File: src/rtl/yrgb_pkg.sv
// Shared constants and types for the YUYV to RGB888 converter.
package yrgb_pkg;

    // Width of the signed intermediate sums; the worst case needs 21 bits.
    localparam int SumWidth = 22;

    // Products, per-channel sums, luma and chroma offsets.
    typedef logic signed [SumWidth-1:0] sum_t;
    typedef logic signed [9:0]          off_t;
    typedef logic [7:0]                 chan_t;

    // Conversion coefficients, scaled by one thousand.
    localparam logic signed [12:0] LUMA_GAIN    = 13'sd1164;
    localparam logic signed [12:0] RED_V_GAIN   = 13'sd1159;
    localparam logic signed [12:0] GREEN_U_GAIN = 13'sd380;
    localparam logic signed [12:0] GREEN_V_GAIN = 13'sd813;
    localparam logic signed [12:0] BLUE_U_GAIN  = 13'sd2018;
    localparam off_t               LUMA_OFFSET   = 10'sd16;
    localparam off_t               CHROMA_OFFSET = 10'sd128;

    // Sums at or above this value saturate to full scale.
    localparam sum_t SAT_LIMIT = 22'sd256000;
    localparam chan_t CHAN_MAX = 8'd255;

    // Division by 1000 for sums below 256000: multiply by round-up(2^28/1000)
    // and keep bits 35..28. The error stays below 0.001 over that range, so
    // the quotient is exact.
    localparam int              QuotWidth  = 18;
    localparam int              RecipShift = 28;
    localparam logic [18:0]     RECIP_1000 = 19'd268436;

endpackage

File: src/rtl/yrgb_clamp_div.sv
// One output channel: divides a signed sum by 1000 and clamps it to 0..255.
module yrgb_clamp_div
    import yrgb_pkg::*;
(
    input  logic  aclk,
    input  logic  load_div,
    input  logic  load_out,
    input  sum_t  sum,
    output chan_t chan
);

    logic                 neg_reg, neg_next;
    logic                 sat_reg, sat_next;
    chan_t                quot_reg, quot_next;
    chan_t                chan_reg, chan_next;
    logic [QuotWidth-1:0] sum_low;
    logic [36:0]          recip_prod;

    // Range flags and the reciprocal multiplication for the quotient.
    always_comb begin
        neg_next   = sum[SumWidth-1];
        sat_next   = !sum[SumWidth-1] && (sum >= SAT_LIMIT);
        sum_low    = sum[QuotWidth-1:0];
        recip_prod = 37'(sum_low) * 37'(RECIP_1000);
        quot_next  = recip_prod[RecipShift+7:RecipShift];
    end

    // Final selection between zero, full scale and the quotient.
    always_comb begin
        if (neg_reg) begin
            chan_next = '0;
        end else if (sat_reg) begin
            chan_next = CHAN_MAX;
        end else begin
            chan_next = quot_reg;
        end
    end

    always_ff @(posedge aclk) begin
        if (load_div) begin
            neg_reg  <= neg_next;
            sat_reg  <= sat_next;
            quot_reg <= quot_next;
        end
        if (load_out) begin
            chan_reg <= chan_next;
        end
    end

    assign chan = chan_reg;

endmodule

File: src/rtl/yuyv_to_rgb888_converter_top.sv
// Top level of the YUYV macro-pixel to two RGB888 pixels converter.
//
//  Channel | Direction | Handshake          | Payload
//  --------+-----------+--------------------+---------------------------------------
//  s_      | in        | s_valid / s_ready  | luma_first, chroma_blue, luma_second,
//          |           |                    | chroma_red (8 bits each)
//  m_      | out       | m_valid / m_ready  | red/green/blue of first and second
//          |           |                    | pixel (8 bits each)
//
// Four register stages: coefficient products, channel sums, division by 1000
// with range flags, and the clamped output register. One beat is accepted per
// cycle while s_ready is high; each beat moves through the stages in order, and
// m_valid rises once it reaches the output register.
// Each stage moves on when it is empty or the stage after it moves, so bubbles
// collapse and a stall on m_ready holds every beat in place.
// Reset (aresetn low, synchronous) clears the stage valid bits only.
module yuyv_to_rgb888_converter_top
    import yrgb_pkg::*;
(
    input  logic       aclk,
    input  logic       aresetn,
    input  logic       s_valid,
    output logic       s_ready,
    input  logic [7:0] s_luma_first,
    input  logic [7:0] s_chroma_blue,
    input  logic [7:0] s_luma_second,
    input  logic [7:0] s_chroma_red,
    output logic       m_valid,
    input  logic       m_ready,
    output logic [7:0] m_red_first,
    output logic [7:0] m_green_first,
    output logic [7:0] m_blue_first,
    output logic [7:0] m_red_second,
    output logic [7:0] m_green_second,
    output logic [7:0] m_blue_second
);

    logic v1_reg, v2_reg, v3_reg, v4_reg;
    logic en1, en2, en3, en4;

    off_t y0_off, y1_off, u_off, v_off;

    sum_t luma0_reg, luma1_reg, red_t_reg, gu_t_reg, gv_t_reg, blue_t_reg;
    sum_t luma0_next, luma1_next, red_t_next, gu_t_next, gv_t_next, blue_t_next;

    sum_t r0_reg, g0_reg, b0_reg, r1_reg, g1_reg, b1_reg;
    sum_t r0_next, g0_next, b0_next, r1_next, g1_next, b1_next;

    // Stage enables: a stage loads when it is empty or its successor loads.
    assign en4     = !v4_reg || m_ready;
    assign en3     = !v3_reg || en4;
    assign en2     = !v2_reg || en3;
    assign en1     = !v1_reg || en2;
    assign s_ready = en1;
    assign m_valid = v4_reg;

    always_ff @(posedge aclk) begin
        if (!aresetn) begin
            v1_reg <= 1'b0;
            v2_reg <= 1'b0;
            v3_reg <= 1'b0;
            v4_reg <= 1'b0;
        end else begin
            if (en1) v1_reg <= s_valid;
            if (en2) v2_reg <= v1_reg;
            if (en3) v3_reg <= v2_reg;
            if (en4) v4_reg <= v3_reg;
        end
    end

    // Stage one: remove the offsets and form the coefficient products.
    always_comb begin
        y0_off      = $signed({2'b00, s_luma_first})  - LUMA_OFFSET;
        y1_off      = $signed({2'b00, s_luma_second}) - LUMA_OFFSET;
        u_off       = $signed({2'b00, s_chroma_blue}) - CHROMA_OFFSET;
        v_off       = $signed({2'b00, s_chroma_red})  - CHROMA_OFFSET;
        luma0_next  = sum_t'(y0_off) * sum_t'(LUMA_GAIN);
        luma1_next  = sum_t'(y1_off) * sum_t'(LUMA_GAIN);
        red_t_next  = sum_t'(v_off) * sum_t'(RED_V_GAIN);
        gu_t_next   = sum_t'(u_off) * sum_t'(GREEN_U_GAIN);
        gv_t_next   = sum_t'(v_off) * sum_t'(GREEN_V_GAIN);
        blue_t_next = sum_t'(u_off) * sum_t'(BLUE_U_GAIN);
    end

    always_ff @(posedge aclk) begin
        if (en1) begin
            luma0_reg  <= luma0_next;
            luma1_reg  <= luma1_next;
            red_t_reg  <= red_t_next;
            gu_t_reg   <= gu_t_next;
            gv_t_reg   <= gv_t_next;
            blue_t_reg <= blue_t_next;
        end
    end

    // Stage two: combine luma and chroma terms into one sum per channel.
    always_comb begin
        r0_next = luma0_reg + red_t_reg;
        g0_next = luma0_reg - gu_t_reg - gv_t_reg;
        b0_next = luma0_reg + blue_t_reg;
        r1_next = luma1_reg + red_t_reg;
        g1_next = luma1_reg - gu_t_reg - gv_t_reg;
        b1_next = luma1_reg + blue_t_reg;
    end

    always_ff @(posedge aclk) begin
        if (en2) begin
            r0_reg <= r0_next;
            g0_reg <= g0_next;
            b0_reg <= b0_next;
            r1_reg <= r1_next;
            g1_reg <= g1_next;
            b1_reg <= b1_next;
        end
    end

    // Stages three and four: divide by 1000 and clamp, one unit per channel.
    yrgb_clamp_div u_red_first (
        .aclk(aclk), .load_div(en3), .load_out(en4), .sum(r0_reg), .chan(m_red_first)
    );
    yrgb_clamp_div u_green_first (
        .aclk(aclk), .load_div(en3), .load_out(en4), .sum(g0_reg), .chan(m_green_first)
    );
    yrgb_clamp_div u_blue_first (
        .aclk(aclk), .load_div(en3), .load_out(en4), .sum(b0_reg), .chan(m_blue_first)
    );
    yrgb_clamp_div u_red_second (
        .aclk(aclk), .load_div(en3), .load_out(en4), .sum(r1_reg), .chan(m_red_second)
    );
    yrgb_clamp_div u_green_second (
        .aclk(aclk), .load_div(en3), .load_out(en4), .sum(g1_reg), .chan(m_green_second)
    );
    yrgb_clamp_div u_blue_second (
        .aclk(aclk), .load_div(en3), .load_out(en4), .sum(b1_reg), .chan(m_blue_second)
    );

endmodule

File: config.mk
export PLATFORM = sky130hd
export DESIGN_NAME = yuyv_to_rgb888_converter_top
export DESIGN_NICKNAME = d
export VERILOG_FILES = /design/src/rtl/yrgb_pkg.sv /design/src/rtl/yrgb_clamp_div.sv /design/src/rtl/yuyv_to_rgb888_converter_top.sv
export SDC_FILE = /design/constraint.sdc
export NUM_CORES = 2
export LEC_CHECK = 0
export BUFFER_PORTS_ARGS = -buffer_cell sky130_fd_sc_hd__buf_2
export CORE_MARGIN = 8
export CORE_UTILIZATION = 27
export CTS_CLUSTER_SIZE = 8
export DETAILED_ROUTE_END_ITERATION = 7
export RECOVER_POWER = 50
export SLEW_MARGIN = 10
export SYNTH_ARGS = -nofsm -noshare
export SYNTH_HDL_FRONTEND = slang
export SYNTH_SLANG_ARGS = --single-unit
File: constraint.sdc
create_clock -name aclk -period 12 [get_ports aclk]
set_clock_uncertainty 0.1 [all_clocks]
set_input_delay 2.4 -clock aclk [delete_from_list [all_inputs] [get_ports aclk]]
set_output_delay 2.4 -clock aclk [all_outputs]
set_load 0.01 [all_outputs]
* Yosys cells after proc, flatten, opt, wreduce, memory -nomap -nowiden
Cells that the tools add are included.
** Storage, ports and cells
- Bits in registers :: 369
- Input bits :: 36
- Output and inout bits :: 50
- Logic and storage cells :: 96
** Operators by class
- Add/subtract/negate cells :: 12
- Multiply operators :: 12
- Magnitude comparators :: 6
- Mux-type cells :: 6
- Reductions and logical operators :: 20
** Operators with widths (number)
- $mul 18x17->34 const B :: 6
- $ge 22x19->1 const B :: 6
- $add 22x22->22 :: 4
- $sub 22x22->22 :: 4
- $mux 8 :: 6
- $mul 9x11->20 const B :: 2
- $mul 9x10->19 const B :: 2
- $mul 9x12->21 const B :: 1
- $sub 8x5->9 const B :: 2
- $sub 8x8->9 const B :: 2
- $mul 9x8->17 const B :: 1
- $logic_not 1->1 :: 10
- $logic_and 1x1->1 :: 6
- $logic_or 1x1->1 :: 4

* Depth between registers and ports, before layout
- Depth in word-level cells :: 5
- Depth in mapped cells :: 21
- Mapped depth without buffers :: 21

* Hierarchy
From an unflattened synthesis, not the netlist that was laid out.
** Second synthesis, totals
- Cells, all modules :: 4746
- Area, all modules :: 49492.5 µm²
** By module, submodules not included
- yuyv_to_rgb888_converter_top :: times used 1, cells each 1967, area an instance 22082.4 µm², seq. area each 7226.9 µm²
- yrgb_clamp_div at u_blue_first ... :: times used 3, cells each 471, area an instance 4631.9 µm², seq. area each 540.5 µm²
- yrgb_clamp_div at u_red_first :: times used 1, cells each 467, area an instance 4569.4 µm², seq. area each 540.5 µm²
- yrgb_clamp_div at u_blue_second :: times used 1, cells each 451, area an instance 4505.6 µm², seq. area each 540.5 µm²
- yrgb_clamp_div at u_red_second :: times used 1, cells each 448, area an instance 4439.3 µm², seq. area each 540.5 µm²

* Worst setup path after synthesis
Ideal clock, no wire load.
- Path kind :: in2out
- From :: input m_ready
- To :: output s_ready
- Arrival :: 5.148 ns
- Required time :: 9.500 ns
- Setup slack :: 4.352 ns
- Cell stages on the path :: 3
- Buffers on the path :: 0
- Path through :: nor2b_1 -> and3_1 -> nand2_1
** Between the ends
- Longest elaborated chain between the ends :: 4
** RTL lines
- from (decl) :: line yuyv_to_rgb888_converter_top.sv:29 : input logic m_ready,
- $logic_or 1x1->1 :: line yuyv_to_rgb888_converter_top.sv:50 : assign en4 = !v4_reg || m_ready;
- $logic_or 1x1->1 :: line yuyv_to_rgb888_converter_top.sv:51 : assign en3 = !v3_reg || en4;
- $logic_or 1x1->1 :: line yuyv_to_rgb888_converter_top.sv:52 : assign en2 = !v2_reg || en3;
- $logic_or 1x1->1 :: line yuyv_to_rgb888_converter_top.sv:53 : assign en1 = !v1_reg || en2;
- to (decl) :: line yuyv_to_rgb888_converter_top.sv:23 : output logic s_ready,
Every way passes these cells.

* Final worst setup path
- From :: input s_chroma_blue[2]
- To :: register blue_t_reg[19], data pin
** Between the ends
- Longest elaborated chain between the ends :: 2
** RTL lines
- from (decl) :: line yuyv_to_rgb888_converter_top.sv:25 : input logic [7:0] s_chroma_blue,
- $sub 8x8->9 :: line yuyv_to_rgb888_converter_top.sv:75 : u_off = $signed({2'b00, s_chroma_blue}) - CHROMA_OFFSET;
- $mul 9x11->20 :: line yuyv_to_rgb888_converter_top.sv:82 : blue_t_next = sum_t'(u_off) * sum_t'(BLUE_U_GAIN);
- named net blue_t_next[19] :: line yuyv_to_rgb888_converter_top.sv:44 : sum_t luma0_next, luma1_next, red_t_next, gu_t_next, gv_t_next, blue_t_next;
- to (signal assigned) :: line yuyv_to_rgb888_converter_top.sv:92 : blue_t_reg <= blue_t_next;
- to (decl) :: line yuyv_to_rgb888_converter_top.sv:43 : sum_t luma0_reg, luma1_reg, red_t_reg, gu_t_reg, gv_t_reg, blue_t_reg;
The timed path passes the listed nets, and every way through them passes these cells.
A chain may end at the register's enable or synchronous reset.

==> results list <==
- After clock tree synthesis, the setup repair step added 0 buffers.
- The cell area that synthesis handed to floorplanning was 47600 µm².
- In the global route stage, met2 resource usage came out at 20.2%.
- For this design, the CTS-stage hold fixing added 0 buffers.
- The flow ran to the end, but the final reports show violations.
* Largest net degree at the start of global routing: 77
- After clock tree synthesis, the clock-pin slew on the worst setup and hold paths is 0.06 ns.
- Detailed-route via count: 31100
* Overall Global Routing Usage: 11.6%
- For this run, the register share of the synthesized area comes to 22.0%.
- Quantity of I/O buffers inserted on ports: 85
- Layout-stage area growth over the synthesis result: 9.97%
- Flip-flop cell with the highest count after synthesis: sky130_fd_sc_hd__edfxtp_1
* Rel. slew slack: -97.7%
* Post-detailed-routing wire length: 109000 µm
* Largest fanout of any net on the critical path: 8
* Horizontal extent of the die: 436 µm
- Counting flops and latches in the post-synthesis netlist gives 350.
* Wire length per cell after detailed routing: 15.6 µm
- During synthesis, Yosys emitted a total of 0 warnings.
- Number of synthesized flops with an enable pin: 346
* Part of the cycle the worst path needs: 58.8%
- The die covers 190000 µm².
- Synthesis produced a netlist with a net count of 6304.
- For this configuration, the core starts out at a cell density of 27.1%.
- Sort of element at the end of the critical path: register
- The initial antenna violation count was 5.
* Half-perimeter wire length after detailed placement: 92100 µm
- The worst setup path is of the input pin to register kind.
- Final setup violating endpoints: 0
- The die is 436 µm tall.
- For this block, the initial DRC count from the detailed router was 1381.
- Routing usage on met3: 1.25%
- Based on the critical path, the design can be clocked at up to 142 MHz.
- At the later pin of the worst-skew pair, clock insertion delay measures 0.66 ns.
* Number of flip-flops in the largest register: 22
- Library cell used as clock root buffer: sky130_fd_sc_hd__clkbuf_16
- STA puts the critical path data arrival time at 7.34 ns.
- CP max-delay cell: sky130_fd_sc_hd__fa_1
- At the end of the flow, the number of nets in the layout was 6434.
- Mean area per synthesized cell: 10.5 µm²
- In the routed design, unresolved DRC markers number 0.
- The first detailed-routing pass ran for 7 iterations.
* Bufs on Longest Clock Path: 3
* Core ar.: 176000 µm²
* Unrepaired setup endpoints after global routing: no
* Total overflow reported by the global router: 0
- The largest single stage delay on the critical path is 0.58 ns.
- Residual antenna-violating net count after detailed routing: 0
* Number of maximum-capacitance violations: 3
* Clock sink count: 350
- At the end of routability-driven placement, the weighted congestion stood at 0.859.
- Class of the most critical hold timing path: register to register
* Clock period minus worst slack: 7.05 ns
- Cell Rows: 154
* Fraction of final layout cells sized beyond drive strength 1: 3.16%
- The H-tree was split into 2 levels.
- Traced cell by cell, the critical path runs through clkbuf_1 > fa_1 > ha_1 > inv_1 > fa_1 > inv_1 > fa_1 > inv_1 > fa_1 > inv_1 > ha_1 > a21o_1 > a21oi_1 > o21ai_0 > a21oi_1 > nor2b_1 > o2111ai_1 > nand2_1 > o41ai_1 > xnor2_1.
- Number of cells produced by synthesis: 4539
- The final count of hold timing violations came to 0.
- The number of global-route vias before repair is 32800.
- Final-layout setup total negative slack: 0 ns
* Clock tree from TritonCTS: done
- Total CTS buffers: 52
- In this run, post-CTS repair resized a total of 0 instances.
- The first global-routing pass estimated 177000 µm of wire.
- Critical Path Start Type: input pin
- Failing checks: capacitance limit, slew limit
- After global routing, the most crowded layer is met2.
* Boundary Pins: 86
- Global routing consumed, on the met1 layer, 14.9% of the routing resources.
- The max-slew violation total from the final report was 152.
* Buffers & Inverters on Critical Path: 5
- Slew at the pin closest to its max-slew limit: 2.97 ns
- Synth async-reset ratio: 0%
- Via count normalized by instance count: 4.42
- The cell family contributing the most delay on the critical path is adder cells.
- STA puts the critical path data required time at 12.29 ns.
- The netlist uses 70 different library cells.
## worst register-to-register path: cells and delay by family (launching register included)
kind / cells / cell delay, ns
DFF: 1 / 0.31
adders and majority gates: 7 / 2.78
AOI/OAI and AO/OA: 6 / 1.56
and+or+nand+nor: 1 / 0.11
buffers and inverters: 5 / 1.16
## kinds of logic (layout without fill, tap and decap cells)
logic type,Yosys count,after routing,share of synthesized area (%)
AOI/OAI and AO/OA,563,563,7.70
xor gates and xnor gates,203,203,3.73
adders and majority gates,1729,1729,51.8
buffers and inverters,1026,1166,8.09
DFF,350,350,22.0
muxes,2,2,0.0473
other,0,1,0
and+or+nand+nor,666,666,6.62
## per-layer routing
metal / share of wire, % / up-vias
met5: 0 / -
met4: 3.7 / 0
met3: 2.7 / 148
met2: 48 / 384
met1: 46 / 14900
li1: - / 15600
## layout make-up
class	count	area, µm²
Tap cell	2340	2930
Sequential cell	350	10500
Multi-Input combinational cell	3163	33300
Clock buffer	55	1330
Timing Repair Buffer	90	423
Fill cell	18100	123000
Antenna cell	1	2.50
Inverter	1012	3800
Clock inverter	9	123
## cell usage after synthesis, types with 17 or more instances
cell type                  number  area, µm²
sky130_fd_sc_hd__ha_1        1325      16600
sky130_fd_sc_hd__inv_1       1012       3800
sky130_fd_sc_hd__fa_1         404       8090
sky130_fd_sc_hd__edfxtp_1     346      10400
sky130_fd_sc_hd__nor2_1       258        968
sky130_fd_sc_hd__a21oi_1      180        901
sky130_fd_sc_hd__xnor2_1      159       1390
sky130_fd_sc_hd__nand2_1      111        417
sky130_fd_sc_hd__o21ai_0       92        460
sky130_fd_sc_hd__a21o_1        75        563
sky130_fd_sc_hd__nand3_1       60        300
sky130_fd_sc_hd__nor3_1        54        270
sky130_fd_sc_hd__o21a_1        44        330
sky130_fd_sc_hd__xor2_1        44        385
sky130_fd_sc_hd__nor2b_1       38        238
sky130_fd_sc_hd__nand4_1       36        225
sky130_fd_sc_hd__a211oi_1      22        165
sky130_fd_sc_hd__and3_1        20        125
sky130_fd_sc_hd__or3_1         18        113
sky130_fd_sc_hd__a31oi_1       17        106
sky130_fd_sc_hd__nand2b_1      17        106
sky130_fd_sc_hd__o21bai_1      17        128
## final timing paths
path	startpoint	endpoint	slack, ns	cells after the start
worst max-delay path	s_chroma_blue[2]	blue_t_reg[19]	4.95	20
worst min-delay path	r0_reg[21]	u_red_first.neg_reg	0.35	0
worst max register to register	r0_reg[0]	u_red_first.quot_reg[6]	5.73	19
worst min register to register	r0_reg[21]	u_red_first.neg_reg	0.35	0
## stage by stage
step / utilization, % / instances / setup WS, ns / cell area (µm²) / hold WS [ns]
after floorplan: - / 4539 / 4.35 / 47600 / 0.300
after global placement: 29.0 / 6955 / 4.55 / 51000 / 0.332
after detailed placement: 29.0 / 6955 / 4.55 / 51000 / 0.336
after CTS: 29.8 / 7019 / 5.26 / 52400 / 0.348
after global routing: 29.8 / 7020 / 4.59 / 52400 / 0.366
final: 29.8 / 7020 / 4.95 / 52400 / 0.346
## cell usage in the layout (no fill, tap or decap), types with 8 or more instances in the layout
cell type / count
sky130_fd_sc_hd__o211ai_1: 14
sky130_fd_sc_hd__ha_1: 1325
sky130_fd_sc_hd__nor4_1: 9
sky130_fd_sc_hd__a21oi_1: 180
sky130_fd_sc_hd__nand4_1: 36
sky130_fd_sc_hd__or2_2: 12
sky130_fd_sc_hd__nor2b_1: 38
sky130_fd_sc_hd__and3_1: 20
sky130_fd_sc_hd__nand2b_1: 17
sky130_fd_sc_hd__xnor2_1: 159
sky130_fd_sc_hd__nand3_1: 60
sky130_fd_sc_hd__a211o_1: 8
sky130_fd_sc_hd__nand2_1: 110
sky130_fd_sc_hd__clkbuf_16: 53
sky130_fd_sc_hd__buf_2: 59
sky130_fd_sc_hd__o21a_1: 44
sky130_fd_sc_hd__inv_1: 1011
sky130_fd_sc_hd__or4_1: 8
sky130_fd_sc_hd__xor2_1: 44
sky130_fd_sc_hd__a2111oi_0: 12
sky130_fd_sc_hd__nor3_1: 54
sky130_fd_sc_hd__or3_1: 18
sky130_fd_sc_hd__o21bai_1: 17
sky130_fd_sc_hd__edfxtp_1: 346
sky130_fd_sc_hd__a221oi_1: 8
sky130_fd_sc_hd__nor2_1: 258
sky130_fd_sc_hd__a21o_1: 75
sky130_fd_sc_hd__fa_1: 404
sky130_fd_sc_hd__o21ai_0: 97
sky130_fd_sc_hd__a211oi_1: 22
sky130_fd_sc_hd__a31oi_1: 17
sky130_fd_sc_hd__clkbuf_1: 30
Power is not shown: default switching activity piles up to over one toggle a cycle in this logic, so the estimate is an artifact.
